$ cat src/design/teh_ram.sv
// Generic RAM: one write port, two read ports, registered read data
// (read-old on a same-address write). No dependencies.
module teh_ram #(
	parameter int WIDTH = 8,
	parameter int DEPTH = 32,
	localparam int ADDR_W = (DEPTH > 1) ? $clog2(DEPTH) : 1
) (
	input  logic              clk,
	input  logic              re,
	input  logic [ADDR_W-1:0] ra_addr,
	input  logic [ADDR_W-1:0] rb_addr,
	output logic [WIDTH-1:0]  ra_data,
	output logic [WIDTH-1:0]  rb_data,
	input  logic              we,
	input  logic [ADDR_W-1:0] waddr,
	input  logic [WIDTH-1:0]  wdata
);

	logic [WIDTH-1:0] mem [DEPTH];

	always_ff @(posedge clk) begin
		if (we) begin
			mem[waddr] <= wdata;
		end
		if (re) begin
			ra_data <= mem[ra_addr];
			rb_data <= mem[rb_addr];
		end
	end

endmodule

$ cat config.mk
export PLATFORM = sky130hd
export DESIGN_NAME = teh_ram
export DESIGN_NICKNAME = d
export VERILOG_FILES = /design/src/design/teh_ram.sv
export SDC_FILE = /design/constraint.sdc
export NUM_CORES = 1
export LEC_CHECK = 0
export ABC_AREA = 1
export BUFFER_PORTS_ARGS = -buffer_cell sky130_fd_sc_hd__clkbuf_2
export CAP_MARGIN = 20
export CORE_ASPECT_RATIO = 1.75
export CORE_UTILIZATION = 55
export CTS_BUF_LIST = sky130_fd_sc_hd__clkbuf_8
export CTS_CLUSTER_SIZE = 28
export DETAILED_ROUTE_END_ITERATION = 12
export PLACE_DENSITY = 0.72
export SYNTH_ARGS = -nofsm -noshare
export SYNTH_HDL_FRONTEND = slang
export SYNTH_SLANG_ARGS = --single-unit
export TNS_END_PERCENT = 20
$ cat constraint.sdc
create_clock -name clk -period 1.95 [get_ports clk]
set_input_delay 0.0975 -clock clk [delete_from_list [all_inputs] [get_ports clk]]
set_output_delay 0.0975 -clock clk [all_outputs]
set_load 0.02 [all_outputs]
# Word level (Yosys, flattened, before mapping)
# Memories as Yosys holds them, arrays and structs flattened. A register that Yosys moved wholly into a read port is not among the register bits.
# Cells that the tools add are included.
[totals] wordCells=3 n_memories=1 inputBits=26 reg_bits=0 out_inout_bits=16 ram_bits=256
[memory_table] name="mem" words=32 width=8 read_ports=2 rd_clocked_by_memory_dff=2 wr=1 line="19" source="logic [WIDTH-1:0] mem [DEPTH];"
[classes] muxes=2
[op_table] operator="2-to-1 mux 1 bit" n=2

# Longest topological paths before layout
[depth] ltp_word=2 mapped_depth=11 ltp_nobuf=9

# Least setup slack after synthesis
# No wires, ideal clock.
[synth_timing] kind="input-to-reg" startpoint="input port rb_addr[1]" endpoint="register rb_data[0] (read register of mem), data pin" setup_slack_ns=0.816 setup_time_ns=0.253 t_required_ns=1.697 t_arrival_ns=0.882 path_buffers=1 cell_stages=9 path_cell_list="inv_2 clkbuf_1 nand3_1 nand3_1 nand2_1 nand2_1 nand2_1 nand2_1 nand2_1"
[synth_lines] element="start, declared" line="11" source="input logic [ADDR_W-1:0] rb_addr,"
[synth_lines] element="end, declared" line="13" source="output logic [WIDTH-1:0] rb_data,"

==> results_dict.tcl <==
set metrics [dict create \
    synth_cells 1539 \
    slew_viol_final 0 \
    yosysMostFrequentCell "nand2_1" \
    clock_sinks 272 \
    nNetsFinal 1602 \
    ys_async_sr_fraction_pct 0 \
    start_util_pct 56.1 \
    io_pins 42 \
    status "finished, final reports clean" \
    final.setup.worst_slack_ns 0.471 \
    setup.worst_path.class "flop to flop" \
    grt_max_degree 68 \
    rsz0062_at_grt "false" \
    maxCapViolations 0 \
    io_buffers 41 \
    cp.arrival_ns 1.82 \
    multiInputGateArea_um2 4800 \
    drt_iter0_markers 1370 \
    num-fill-cells 2125 \
    cp_top_family "simple AND/OR/NAND/NOR gates" \
    maxUsedRoutingLayer "met4" \
    power_density_nw_per_um2 806 \
    synth-seq-cells 272 \
    cp-start-kind "flop" \
    drc 0 \
    fmax_mhz 676 \
    fp.dieArea_um2 25800 \
    met2_length_um 20800 \
    path_max_fanout 2 \
    wl_per_cell_um 21.9 \
    synth.area.top_cells "edfxtp_1 59%, nand2_1 20%, nand3_1 14%" \
    cts_inserted_buffers 38 \
    holdCritStartpoint "re" \
    ys_types 11 \
    reg2reg_from "mem[9][7]$_DFFE_PP_" \
    die_x_um 122 \
    netlist_area_um2 13800 \
    cts_tree "done" \
    area_growth_pct 7.99 \
    reg2reg_depth 8 \
    ir_worst_vdd_mv 0.669 \
    antenna_cells 0 \
    final_core_util_pct 60.6 \
    final_layout_size_suffix_gt1_share_pct 9.05 \
    crit_slowest_cell "edfxtp_1" \
    synth_top_area_share_pct 59.1 \
    wirelength_met1_um 15300 \
    crit_start "mem[9][7]$_DFFE_PP_" \
    grtUsageTotal_pct 33.8 \
    synth_area_per_cell_um2 8.98 \
    worst_pin_slew_ns 0.814 \
    whs_ns 0.0742 \
    synthTopCellsByCount "720 x nand2_1, 396 x nand3_1, 272 x edfxtp_1" \
    clockBufferDepth 3 \
    clockRootBuffer "clkbuf_8" \
    dr.pass1.iters 8 \
    power.total_mw 12.0 \
    tns_ns 0 \
    clkTransAtPathRegs_ns 0.08 \
    core-area_um2 24600 \
    syn-num-nets 1565 \
    cts_htree_levels 2 \
    vias 11400 \
    viasPerCell 5.96 \
    post-route-min-period_ns 1.48 \
    antenna_found_initial 0 \
    relSlewSlack_pct 45.7 \
    cp_common_cell "nand2_1" \
    register_area_um2 8170 \
    dr_wl_met3_um 3570 \
    rows 76 \
    grt_remaining_overflow 0 \
    crit_cells 8 \
    clk_latency_ns 0.59 \
    fp.dieH_um 212 \
    crit_buf_inv 0 \
    fin_crit_sh_pct 75.9 \
    postLayoutCellArea_um2 14900 \
    fin_skew_ns 0.0252 \
    gp_congestion 0.960 \
    drtAntennaViolNets 0 \
    dpl_cell_area_um2 14300 \
    synth-edff-count 272 \
    whs_path_depth 1 \
    grt_pass1_wl_um 63500 \
    setup_viol 0 \
    crit_chain "nand2_1 -> nand3_1 -> nand3_1 -> nand2_1 -> nand2_1 -> nand2_1 -> nand2_1 -> nand2_1" \
    hpwl_um 25800 \
    holdCritPathClass "primary input to flop" \
    hold_viol 0 \
    grt_pass1_vias 10700 \
    cpPeakStageDelay_ns 0.44 \
    synth_warnings 0 \
    fin_cells 1915 \
    endpoint_kind "flop" \
    yosysSeqAreaShare_pct 59.1 \
    synthFlopType "edfxtp_1" \
    placedCellCount 1846 \
    cts-resized-gates 0 \
    dp_slack_ns 0.224 \
    cp.required_ns 2.29 \
    synth_largest_area_cell "edfxtp_1" \
    leakage_nw 6.12 \
    wl_um 41900 \
]
## layout make-up
type / count / share of cell area, %
Tap cell: 312 / 2.62
Inverter: 15 / 0.411
Clock inverter: 28 / 0.746
Timing Repair Buffer: 101 / 5.72
Multi-Input combinational cell: 1148 / 32.2
Sequential cell: 272 / 54.7
Clock buffer: 39 / 3.60
## state kept, by name, summed over array words and instances (netlist names)
name and flops:
ra_data 8, rb_data 8, mem 256
## timing repair
action / CTS / global route
endpoints found under the hold margin: 10 / 0
buffers inserted: 0 / 0
hold buffers: 2 / 0
## power by group
part / leakage [nW] / internal (mW) / switching [mW]
registers: 2.47 / 6.54 / 0.0469
logic: 3.27 / 0.399 / 1.05
clock network: 0.384 / 1.85 / 2.14
total: 6.12 / 8.80 / 3.24
## placed cells by master (no fill, tap or decap), drive strengths merged
master       Yosys  routed
clkinv           0      12
edfxtp         272     272
inv             15      30
dlygate4sd3      0       2
buf             89      60
nor2            32      32
nand3          396     396
clkinvlp         0       1
clkbuf          15      78
nand2          720     720
## metal layers
layer	vias to the layer above	global-route usage (%)
met2	655	56.1
met4	0	17.6
li1	5278	-
met3	123	4.69
met1	5355	42.7
met5	-	0
## final timing paths
kind	end	slack, ns
max reg2reg	rb_data[7]$_DFFE_PP_	0.47
max	rb_data[7]$_DFFE_PP_	0.47
min	ra_data[3]$_DFFE_PP_	0.07
min reg2reg	ra_data[3]$_DFFE_PP_	0.88
## kinds of logic (layout without fill, tap and decap cells)
logic type	Yosys count	after routing	share of synthesized area [%]
buffers and inverters	119	183	6.14
flip-flops	272	272	59.1
AND/OR/NAND/NOR	1148	1148	34.8
(Power assumes the default switching activity.)
