===== src/design/teh_pkg.sv =====
// Package for the timer event min-heap: sizes, codes, request/result and
// entry types, controller state type. No dependencies.
package teh_pkg;

	localparam int HEAP_DEPTH  = 32;
	localparam int MAX_RESULTS = 32;
	localparam int CNT_W       = $clog2(HEAP_DEPTH + 1);
	localparam int ADDR_W      = (HEAP_DEPTH > 1) ? $clog2(HEAP_DEPTH) : 1;
	localparam int NPOP_W      = $clog2(MAX_RESULTS + 1);

	localparam logic ACT_POST = 1'b0;
	localparam logic ACT_TICK = 1'b1;

	typedef enum logic [1:0] {
		ST_POSTED = 2'd0,
		ST_FULL   = 2'd1,
		ST_FIRED  = 2'd2,
		ST_NONE   = 2'd3
	} status_t;

	typedef struct packed {
		logic        action;
		logic [31:0] time_value;
		logic [7:0]  handler_id;
		logic [15:0] target_tag;
		logic [31:0] word_param;
		logic [15:0] ref_param;
	} req_t;

	typedef struct packed {
		status_t     status;
		logic [7:0]  fired_handler;
		logic [15:0] fired_target;
		logic [31:0] fired_word;
		logic [15:0] fired_ref;
		logic        last;
	} rsp_t;

	// one heap slot as stored in the entry RAM
	typedef struct packed {
		logic [31:0] due;
		logic [7:0]  handler;
		logic [15:0] target;
		logic [31:0] word;
		logic [15:0] ref_tag;
	} entry_t;

	localparam int ENTRY_W = $bits(entry_t);

	// controller to entry RAM
	typedef struct packed {
		logic              re;
		logic [ADDR_W-1:0] ra_addr;
		logic [ADDR_W-1:0] rb_addr;
		logic              we;
		logic [ADDR_W-1:0] waddr;
		entry_t            wdata;
	} ram_cmd_t;

	typedef enum logic [2:0] {
		S_IDLE,
		S_REJ,
		S_INS_CMP,
		S_INS_PUT,
		S_POP_CHK,
		S_SD_CMP,
		S_POP_RD
	} heap_state_t;

endpackage


===== src/design/teh_if.sv =====
// Request and result channel interfaces (valid/ready plus payload).
// Depends on teh_pkg.
interface teh_req_if;
	logic          valid;
	logic          ready;
	teh_pkg::req_t data;

	modport source (output valid, output data, input ready);
	modport sink (input valid, input data, output ready);
endinterface



===== src/design/teh_heap_ctrl.sv =====
// Heap sequencer: sift-up on post, pop and sift-down on tick, one level
// per cycle against the entry RAM. Depends on teh_pkg, teh_if.
module teh_heap_ctrl (
	input  logic              clk,
	input  logic              arst_n,
	teh_req_if.sink           req,
	output logic              res_valid,
	output teh_pkg::rsp_t     res_data,
	input  logic              res_ready,
	output teh_pkg::ram_cmd_t ram,
	input  teh_pkg::entry_t   ra_data,
	input  teh_pkg::entry_t   rb_data
);
	import teh_pkg::*;

	heap_state_t       state_q, state_d;
	logic [CNT_W-1:0]  cnt_q, cnt_d;
	logic [CNT_W-1:0]  pos_q, pos_d;
	logic [NPOP_W-1:0] n_q, n_d;
	logic              pend_v_q, pend_v_d;
	entry_t            pend_q, pend_d;
	entry_t            hold_q, hold_d;
	logic [31:0]       now_q, now_d;

	logic [CNT_W:0]    lc, rc, pick_idx, pos_acc;
	logic              lv, rv, pick_l, pick_r, due;
	logic [31:0]       best_t;
	logic [CNT_W-1:0]  par;
	entry_t            req_entry;

	function automatic logic [ADDR_W-1:0] idx2addr(input logic [CNT_W:0] x);
		logic [CNT_W:0] d;
		d = x - 1'b1;
		return d[ADDR_W-1:0];
	endfunction

	function automatic rsp_t mk_res(input status_t st, input entry_t e, input logic lst);
		rsp_t r;
		r.status        = st;
		r.fired_handler = e.handler;
		r.fired_target  = e.target;
		r.fired_word    = e.word;
		r.fired_ref     = e.ref_tag;
		r.last          = lst;
		return r;
	endfunction

	always_comb begin
		req_entry.due     = req.data.time_value;
		req_entry.handler = req.data.handler_id;
		req_entry.target  = req.data.target_tag;
		req_entry.word    = req.data.word_param;
		req_entry.ref_tag = req.data.ref_param;
	end

	// sift-down child choice: left only if strictly smaller, right only if
	// strictly smaller than the current best
	assign lc       = {pos_q, 1'b0};
	assign rc       = {pos_q, 1'b1};
	assign lv       = lc <= {1'b0, cnt_q};
	assign rv       = rc <= {1'b0, cnt_q};
	assign pick_l   = lv && (ra_data.due < hold_q.due);
	assign best_t   = pick_l ? ra_data.due : hold_q.due;
	assign pick_r   = rv && (rb_data.due < best_t);
	assign pick_idx = pick_r ? rc : lc;
	assign par      = pos_q >> 1;
	assign pos_acc  = {1'b0, cnt_q} + 1'b1;
	assign due      = (cnt_q != '0) && (ra_data.due < now_q)
		&& (n_q < NPOP_W'(MAX_RESULTS));

	always_comb begin
		state_d   = state_q;
		cnt_d     = cnt_q;
		pos_d     = pos_q;
		n_d       = n_q;
		pend_v_d  = pend_v_q;
		pend_d    = pend_q;
		hold_d    = hold_q;
		now_d     = now_q;
		ram       = '0;
		res_valid = 1'b0;
		res_data  = mk_res(ST_NONE, '0, 1'b1);
		req.ready = (state_q == S_IDLE);
		case (state_q)
			S_IDLE: begin
				if (req.valid) begin
					if (req.data.action == ACT_POST) begin
						hold_d = req_entry;
						if (cnt_q >= CNT_W'(HEAP_DEPTH)) begin
							state_d = S_REJ;
						end else begin
							cnt_d = pos_acc[CNT_W-1:0];
							pos_d = pos_acc[CNT_W-1:0];
							if (cnt_q == '0) begin
								state_d = S_INS_PUT;
							end else begin
								ram.re      = 1'b1;
								ram.ra_addr = idx2addr(pos_acc >> 1);
								state_d     = S_INS_CMP;
							end
						end
					end else begin
						now_d       = req.data.time_value;
						n_d         = '0;
						pend_v_d    = 1'b0;
						ram.re      = 1'b1;
						ram.ra_addr = '0;
						ram.rb_addr = idx2addr({1'b0, cnt_q});
						state_d     = S_POP_CHK;
					end
				end
			end
			S_REJ: begin
				res_valid = 1'b1;
				res_data  = mk_res(ST_FULL, '0, 1'b1);
				if (res_ready) begin
					state_d = S_IDLE;
				end
			end
			S_INS_CMP: begin
				if (ra_data.due > hold_q.due) begin
					ram.we    = 1'b1;
					ram.waddr = idx2addr({1'b0, pos_q});
					ram.wdata = ra_data;
					pos_d     = par;
					if (par == CNT_W'(1)) begin
						state_d = S_INS_PUT;
					end else begin
						ram.re      = 1'b1;
						ram.ra_addr = idx2addr({1'b0, par >> 1});
					end
				end else begin
					res_valid = 1'b1;
					res_data  = mk_res(ST_POSTED, '0, 1'b1);
					if (res_ready) begin
						ram.we    = 1'b1;
						ram.waddr = idx2addr({1'b0, pos_q});
						ram.wdata = hold_q;
						state_d   = S_IDLE;
					end
				end
			end
			S_INS_PUT: begin
				res_valid = 1'b1;
				res_data  = mk_res(ST_POSTED, '0, 1'b1);
				if (res_ready) begin
					ram.we    = 1'b1;
					ram.waddr = '0;
					ram.wdata = hold_q;
					state_d   = S_IDLE;
				end
			end
			S_POP_CHK: begin
				if (due) begin
					// previous pop is not the last one
					res_valid = pend_v_q;
					res_data  = mk_res(ST_FIRED, pend_q, 1'b0);
					if (!pend_v_q || res_ready) begin
						pend_d      = ra_data;
						pend_v_d    = 1'b1;
						n_d         = n_q + 1'b1;
						cnt_d       = cnt_q - 1'b1;
						hold_d      = rb_data;
						pos_d       = CNT_W'(1);
						ram.re      = 1'b1;
						ram.ra_addr = idx2addr((CNT_W + 1)'(2));
						ram.rb_addr = idx2addr((CNT_W + 1)'(3));
						state_d     = S_SD_CMP;
					end
				end else begin
					res_valid = 1'b1;
					res_data  = pend_v_q ? mk_res(ST_FIRED, pend_q, 1'b1)
						: mk_res(ST_NONE, '0, 1'b1);
					if (res_ready) begin
						pend_v_d = 1'b0;
						state_d  = S_IDLE;
					end
				end
			end
			S_SD_CMP: begin
				ram.we    = 1'b1;
				ram.waddr = idx2addr({1'b0, pos_q});
				if (pick_l || pick_r) begin
					ram.wdata   = pick_r ? rb_data : ra_data;
					pos_d       = pick_idx[CNT_W-1:0];
					ram.re      = 1'b1;
					ram.ra_addr = idx2addr({pick_idx[CNT_W-1:0], 1'b0});
					ram.rb_addr = idx2addr({pick_idx[CNT_W-1:0], 1'b1});
				end else begin
					ram.wdata = hold_q;
					state_d   = S_POP_RD;
				end
			end
			S_POP_RD: begin
				ram.re      = 1'b1;
				ram.ra_addr = '0;
				ram.rb_addr = idx2addr({1'b0, cnt_q});
				state_d     = S_POP_CHK;
			end
			default: begin
				state_d = S_IDLE;
			end
		endcase
	end

	always_ff @(posedge clk or negedge arst_n) begin
		if (!arst_n) begin
			state_q  <= S_IDLE;
			cnt_q    <= '0;
			n_q      <= '0;
			pend_v_q <= 1'b0;
		end else begin
			state_q  <= state_d;
			cnt_q    <= cnt_d;
			n_q      <= n_d;
			pend_v_q <= pend_v_d;
		end
	end

	always_ff @(posedge clk) begin
		pos_q  <= pos_d;
		pend_q <= pend_d;
		hold_q <= hold_d;
		now_q  <= now_d;
	end

`ifndef SYNTHESIS
	a_cnt_bound: assert property (@(posedge clk) disable iff (!arst_n)
		cnt_q <= CNT_W'(HEAP_DEPTH))
		else $error("entry count above heap depth");

	a_post_grows: assert property (@(posedge clk) disable iff (!arst_n)
		(req.valid && req.ready && req.data.action == ACT_POST
			&& cnt_q < CNT_W'(HEAP_DEPTH)) |=> cnt_q == $past(cnt_q) + 1'b1)
		else $error("accepted post did not add an entry");

	a_last_idle: assert property (@(posedge clk) disable iff (!arst_n)
		(res_valid && res_ready && res_data.last) |=> state_q == S_IDLE)
		else $error("final result not followed by idle");

	a_fire_src: assert property (@(posedge clk) disable iff (!arst_n)
		(res_valid && res_data.status == ST_FIRED) |-> state_q == S_POP_CHK)
		else $error("fired result outside pop check");

	a_pop_cap: assert property (@(posedge clk) disable iff (!arst_n)
		n_q <= NPOP_W'(MAX_RESULTS))
		else $error("pop count above limit");
`endif

endmodule


===== src/flat_wrapper.sv =====
// flat-port wrapper written by rule: the top's interface ports become plain ports
module teh_heap_ctrl_flat import teh_pkg::*;
  (clk, arst_n, res_valid, res_data, res_ready, ram, ra_data, rb_data, req_valid, req_data, req_ready);
  teh_req_if req_i ();
  input  logic clk;
  input  logic arst_n;
  output logic res_valid;
  output teh_pkg::rsp_t res_data;
  input  logic res_ready;
  output teh_pkg::ram_cmd_t ram;
  input  teh_pkg::entry_t ra_data;
  input  teh_pkg::entry_t rb_data;
  input wire logic [$bits(req_i.valid)-1:0] req_valid;
  input wire logic [$bits(req_i.data)-1:0] req_data;
  output wire logic [$bits(req_i.ready)-1:0] req_ready;
  assign req_i.valid = req_valid;
  assign req_i.data = req_data;
  assign req_ready = req_i.ready;
  teh_heap_ctrl u_core (.clk(clk), .arst_n(arst_n), .req(req_i), .res_valid(res_valid), .res_data(res_data), .res_ready(res_ready), .ram(ram), .ra_data(ra_data), .rb_data(rb_data));
endmodule

===== config.mk =====
export PLATFORM = sky130hd
export DESIGN_NAME = teh_heap_ctrl_flat
export DESIGN_NICKNAME = d
export VERILOG_FILES = /design/src/design/teh_pkg.sv /design/src/design/teh_if.sv /design/src/design/teh_heap_ctrl.sv /design/src/flat_wrapper.sv
export SDC_FILE = /design/constraint.sdc
export NUM_CORES = 1
export LEC_CHECK = 0
export BUFFER_PORTS_ARGS = -buffer_cell sky130_fd_sc_hd__buf_2
export CAP_MARGIN = 10
export CORE_MARGIN = 3
export CORE_UTILIZATION = 40
export CTS_BUF_LIST = sky130_fd_sc_hd__clkbuf_4 sky130_fd_sc_hd__clkbuf_8 sky130_fd_sc_hd__clkbuf_16
export DETAILED_ROUTE_END_ITERATION = 16
export GPL_ROUTABILITY_DRIVEN = 1
export GPL_TIMING_DRIVEN = 0
export PLACE_DENSITY = 0.69
export SLEW_MARGIN = 20
export SYNTH_ARGS = -nofsm -noshare
export SYNTH_HDL_FRONTEND = slang
export SYNTH_SLANG_ARGS = --single-unit

===== constraint.sdc =====
create_clock -name clk -period 6.9 [get_ports clk]
set_clock_uncertainty 0.1 [all_clocks]
set_input_delay 0.345 -clock clk [delete_from_list [all_inputs] [get_ports clk]]
set_output_delay 0.345 -clock clk [all_outputs]
set_load 0.005 [all_outputs]

* Yosys cells after proc, flatten, opt, wreduce, memory -nomap -nowiden
Cells that the tools add are included.
Word-level totals: bits of input ports 317, register bits 230
Operators by class: muxes and demuxes 65, reduce and logical (&&, ||, !) cells 21, magnitude comparators 8, equal/unequal tests 19, add/subtract/negate cells 9
Operators by type and width (count):
- 104-bit 2-to-1 mux | 6
- 110-bit 2-to-1 mux | 3
- 110-bit one-hot mux with 3 select lines | 1
- 75-bit one-hot mux with 4 select lines | 1
- 104-bit one-hot mux with 2 select lines | 1
- 75-bit 2-to-1 mux | 2
- 6-bit 2-to-1 mux | 18
- 32-bit less-than comparator | 3
- 74-bit 2-to-1 mux | 1
- 11-bit 2-to-1 mux | 4
- 32-bit > comparator | 1
- 32-bit 2-to-1 mux | 1
- 6-bit one-hot mux with 5 select lines | 1
- 3-bit 2-to-1 mux | 9
- 5-bit by 1-bit subtractor with 5-bit output (second input constant) | 5
- 6-bit one-hot mux with 2 select lines | 2
- 6-bit one-hot mux with 4 select lines | 1
- 5-bit one-hot mux with 4 select lines | 1
- 3-bit one-hot mux with 6 select lines | 1
- 5-bit AND reduction | 3
- 7-bit by 6-bit <= comparator with 1-bit output | 2
- 6-bit by 1-bit adder with 6-bit output (second input constant) | 2
- 2-bit inequality test (second input constant) | 5
- 3-bit equality test (second input constant) | 3
- 27 further kinds | 45

* Longest topological paths before layout
depth after elaboration 9, depth in mapped cells 23

* Least setup slack after synthesis
Ideal clock, no wire load.
path kind input to register, from input ra_data[97] in the netlist's numbering, to register u_core.hold_q[0] in the netlist's numbering (enable), data arrival time 6.232 ns, cell stages on the path 10, path buffers 1, setup slack 0.000 ns, required time 6.232 ns, path through ha_1 a21o_1 a21o_1 a21oi_1 nor2_1 a311oi_1 o211ai_1 clkbuf_1 and2_1 nor2_1
Between the ends: word-level cells in the longest chain between the ends 5
Ends and longest elaborated chain:
- start: declaration | RTL line flat_wrapper.sv:11 | input teh_pkg::entry_t ra_data;
- 32-bit less-than comparator | RTL line teh_heap_ctrl.sv:68 | assign due = (cnt_q != '0) && (ra_data.due < now_q)
- 1-bit logical AND | RTL line teh_heap_ctrl.sv:68
- 1-bit logical AND | RTL line teh_heap_ctrl.sv:69 | && (n_q < NPOP_W'(MAX_RESULTS));
- 2-bit by 1-bit inequality test with 1-bit output (no line)
- 5-bit AND reduction (no line)
- end signal: assignment | RTL line teh_heap_ctrl.sv:223 | hold_q <= hold_d;
- end: declaration | RTL line teh_heap_ctrl.sv:22 | entry_t hold_q, hold_d;
Every way passes these cells. A chain may end at the register's enable or synchronous reset.

==> impl_metrics.py <==
metrics = {
    "run_status": {
        "status": "finished clean",
    },
    "grt": {
        "grt_usage_pct": 31.9,
        "grt_max_degree": 54,
        "antenna_found_initial": 16,
        "grt_pass1_vias": 16400,
        "grt_pass1_wl_um": 96900,
        "grt_remaining_overflow": 0,
    },
    "sta": {
        "slew_headroom_pct": 33.9,
        "min_period_over_period_pct": 96.9,
        "slew_viol_final": 0,
        "setup_ws_ns": 0.213,
        "tightest_slew_ns": 0.991,
        "min_period_ns": 6.69,
        "setup_viol": 0,
        "fin_setup_tns_ns": 0,
        "max_freq_mhz": 150,
        "hold_viol": 0,
        "rsz0062_at_grt": "no",
    },
    "critical_path": {
        "rrSetupSlack_ns": 1.23,
        "startpoint_type": "register",
        "worst-r2r-cell-count": 20,
        "r2r-end": "u_core.pos_q[0]",
        "crit_fanout": 10,
        "rr_startpoint": "u_core.hold_q[79]",
        "cp_data_required_time_ns": 6.45,
        "arrival_ns": 6.24,
        "critPathCaptureType": "output pin",
        "critPathKind": "register to output pin",
    },
    "synthesis": {
        "synth_nets": 1979,
        "synth.top_cell.area_share_pct": 43.0,
        "syn_area_per_cell_um2": 9.61,
        "synth_area_leaders": "edfxtp_1 (43%), ha_1 (9.0%), nand2_1 (8.8%)",
        "synth_cell_types": 71,
        "synth_edf_count": 214,
        "yosysMostFrequentCell": "nand2_1",
        "ys_warn_count": 0,
        "synth-seq-cells": 230,
        "async_reset_ff_share_pct": 6.96,
        "yosysSeqAreaShare_pct": 45.7,
        "syn_area_um2": 14900,
        "ys.flop_type": "edfxtp_1",
        "synth_cells": 1555,
        "netlist_top_cells_count": "nand2_1 (350), edfxtp_1 (214), and2_1 (147)",
        "synth_top_area_cell": "edfxtp_1",
    },
    "floorplanning": {
        "die-area_um2": 39700,
        "rows": 70,
        "initial_utilization_pct": 40.7,
        "die-height_um": 199,
        "ios": 515,
        "die_width_um": 199,
        "coreArea_um2": 36700,
    },
    "layout": {
        "area_growth_pct": 48.0,
        "regArea_um2": 6830,
        "layout-drive-gt1-share_pct": 26.4,
        "n_fill_cell": 3058,
        "multiInputGateArea_um2": 7450,
        "final_nets": 2810,
    },
    "pwr": {
        "finalPower_mw": 7.96,
        "power_switching_mw": 3.33,
        "p_leak_nw": 10.6,
        "internal-power_mw": 4.62,
        "pwr-share-seq_pct": 27.6,
        "swShare_pct": 41.9,
        "power_density_nw_per_um2": 360,
        "irDropWorstVdd_mv": 0.216,
        "p_clk_share_pct": 18.8,
        "pwr-share-comb_pct": 53.7,
    },
    "routing": {
        "wire_per_inst_um": 23.3,
        "ant_nets": 0,
        "drt_iter0_markers": 1448,
        "vias": 16500,
        "drt_wl_total_um": 67100,
        "viasPerCell": 5.74,
        "firstDrtPassIters": 6,
        "route.detailed.drc": 0,
    },
    "clock_network": {
        "cts_sinks": 230,
        "tritoncts": "done",
        "ctsRootBufferMaster": "clkbuf_16",
        "numCtsBuffers": 28,
        "cts_max_path_buffers": 3,
        "clk_latency_ns": 0.57,
        "htreeDepth": 1,
        "path_clk_slew_ns": 0.06,
    },
    "min_path": {
        "hold_depth": 3,
        "holdPathEnd": "u_core.hold_q[80]",
        "hp-class": "input port to register",
        "hold_path_startpoint": "rb_data[80]",
    },
    "placed_design": {
        "routabilityCongestion": 0.960,
        "dpl_worst_slack_ns": -0.406,
        "dp_hpwl_um": 48100,
        "place.port_buffers": 514,
    },
    "run": {
        "drv_cap": 0,
    },
}
[repair_timing]
action,4_1_cts,5_1_grt
setup endpoints to repair,110,109
hold endpoints to repair,224,0
gates resized for setup,20,20
buffers inserted,8,3
hold buffers,274,0
pin swaps,4,4
[layout by cell type, fill, tap and decap left out, drive strengths merged, types with 27 or more instances in the layout]
cell,netlist,final
nor2,45,45
nand2,350,350
a211o,34,34
ha,107,107
nor3,44,44
inv,90,90
a22o,32,32
dlygate4sd3,0,274
and2,147,147
a221o,75,75
buf,19,551
clkbuf,70,99
edfxtp,214,214
a21oi,99,99
nand3,27,27
[flip-flops by register name (all words and copies together) (netlist names)]
signal,cells
u_core.n_q,6
u_core.state_q,3
u_core.pend_v_q,1
u_core.now_q,32
u_core.hold_q,104
u_core.pend_q,72
u_core.cnt_q,6
u_core.pos_q,6
[cell type report]
class                   instances  area share (%)
flip-flops and latches        230            30.9
diodes                         10           0.113
inverters                      91            1.56
clock buffers                  34            3.37
plain buffers                  85            1.94
multi-input cells            1145            33.7
well taps                     468            2.65
clock inverters                14           0.753
repair buffers                805            25.1
[how the worst max path moves through the flow]
stage                       from                 to  slack, ns  depth (start not counted)
4_1_cts          u_core.cnt_q[5]            ram[67]       0.02                         21
5_1_grt        u_core.hold_q[79]            ram[67]      0.008                         23
2_1_floorplan        ra_data[97]   u_core.hold_q[0]     0.0005                         10
3_5_place_dp         ra_data[79]            ram[67]      -0.41                         20
6_report       u_core.hold_q[79]            ram[67]       0.21                         23
3_3_place_gp         ra_data[79]  u_core.hold_q[34]      -3.97                         10
[per-stage QoR]
step                      hold slack [ns]  area [um2]  instances  utilization, %
after global placement              0.182       18100       2537            49.3
final                              0.0241       22100       2882            60.2
after CTS                         0.00898       22000       2872            60.0
after detailed placement            0.198       18300       2543            49.7
after floorplan                   -0.0506       14900       1555               -
after global routing               0.0462       22100       2881            60.2
[cells by family (layout without fill, tap and decap cells)]
kind of cell / Yosys count / count (layout) / share of synthesized area (%)
multiplexers: 9 / 9 / 0.611
AND/OR/NAND/NOR: 659 / 659 / 20.8
flip-flops: 230 / 230 / 45.7
other: 0 / 10 / 0
adder cells (fa/ha/maj): 107 / 107 / 8.96
AO/OA/AOI/OAI: 353 / 353 / 17.8
XOR/XNOR: 17 / 17 / 0.997
buffers and inverters: 180 / 1029 / 5.06
[power groups by stage]
stage | Clock [mW] | Sequential [mW] | Combinational [mW]
5_1_grt | 1.57 | 2.22 | 4.61
3_5_place_dp | 0 | 2.20 | 3.74
3_3_place_gp | 0 | 2.27 | 3.61
4_1_cts | 1.52 | 2.17 | 4.13
6_report | 1.49 | 2.19 | 4.27
2_1_floorplan | 0 | 2.18 | 2.27
[worst max-delay path, cell delays in order (launching register included)]
cell	delay, ns
edfxtp_1	0.39
inv_1	0.10
ha_1	0.25
a41oi_1	0.19
o21ai_1	0.11
a221o_1	0.47
o31a_1	0.40
nor3_4	0.15
buf_4	0.17
clkbuf_4	0.23
a21oi_1	0.11
ha_1	0.30
a21o_1	0.19
a21o_1	0.18
o221ai_1	0.23
and4_1	0.26
or3b_1	0.35
clkbuf_1	0.22
o21bai_2	0.26
o21bai_1	0.11
buf_6	0.20
buf_6	0.19
a221o_1	0.43
buf_2	0.17
[metal layers]
layer  vias to the layer above  track usage (%)  wire [um]
met5                         -                0         54
met4                         8             14.5       3500
met3                       250             8.09       7100
met2                      1073             50.8      30600
met1                      7857             41.2      25800
li1                       7349                -          -
(Power assumes the default switching activity.)
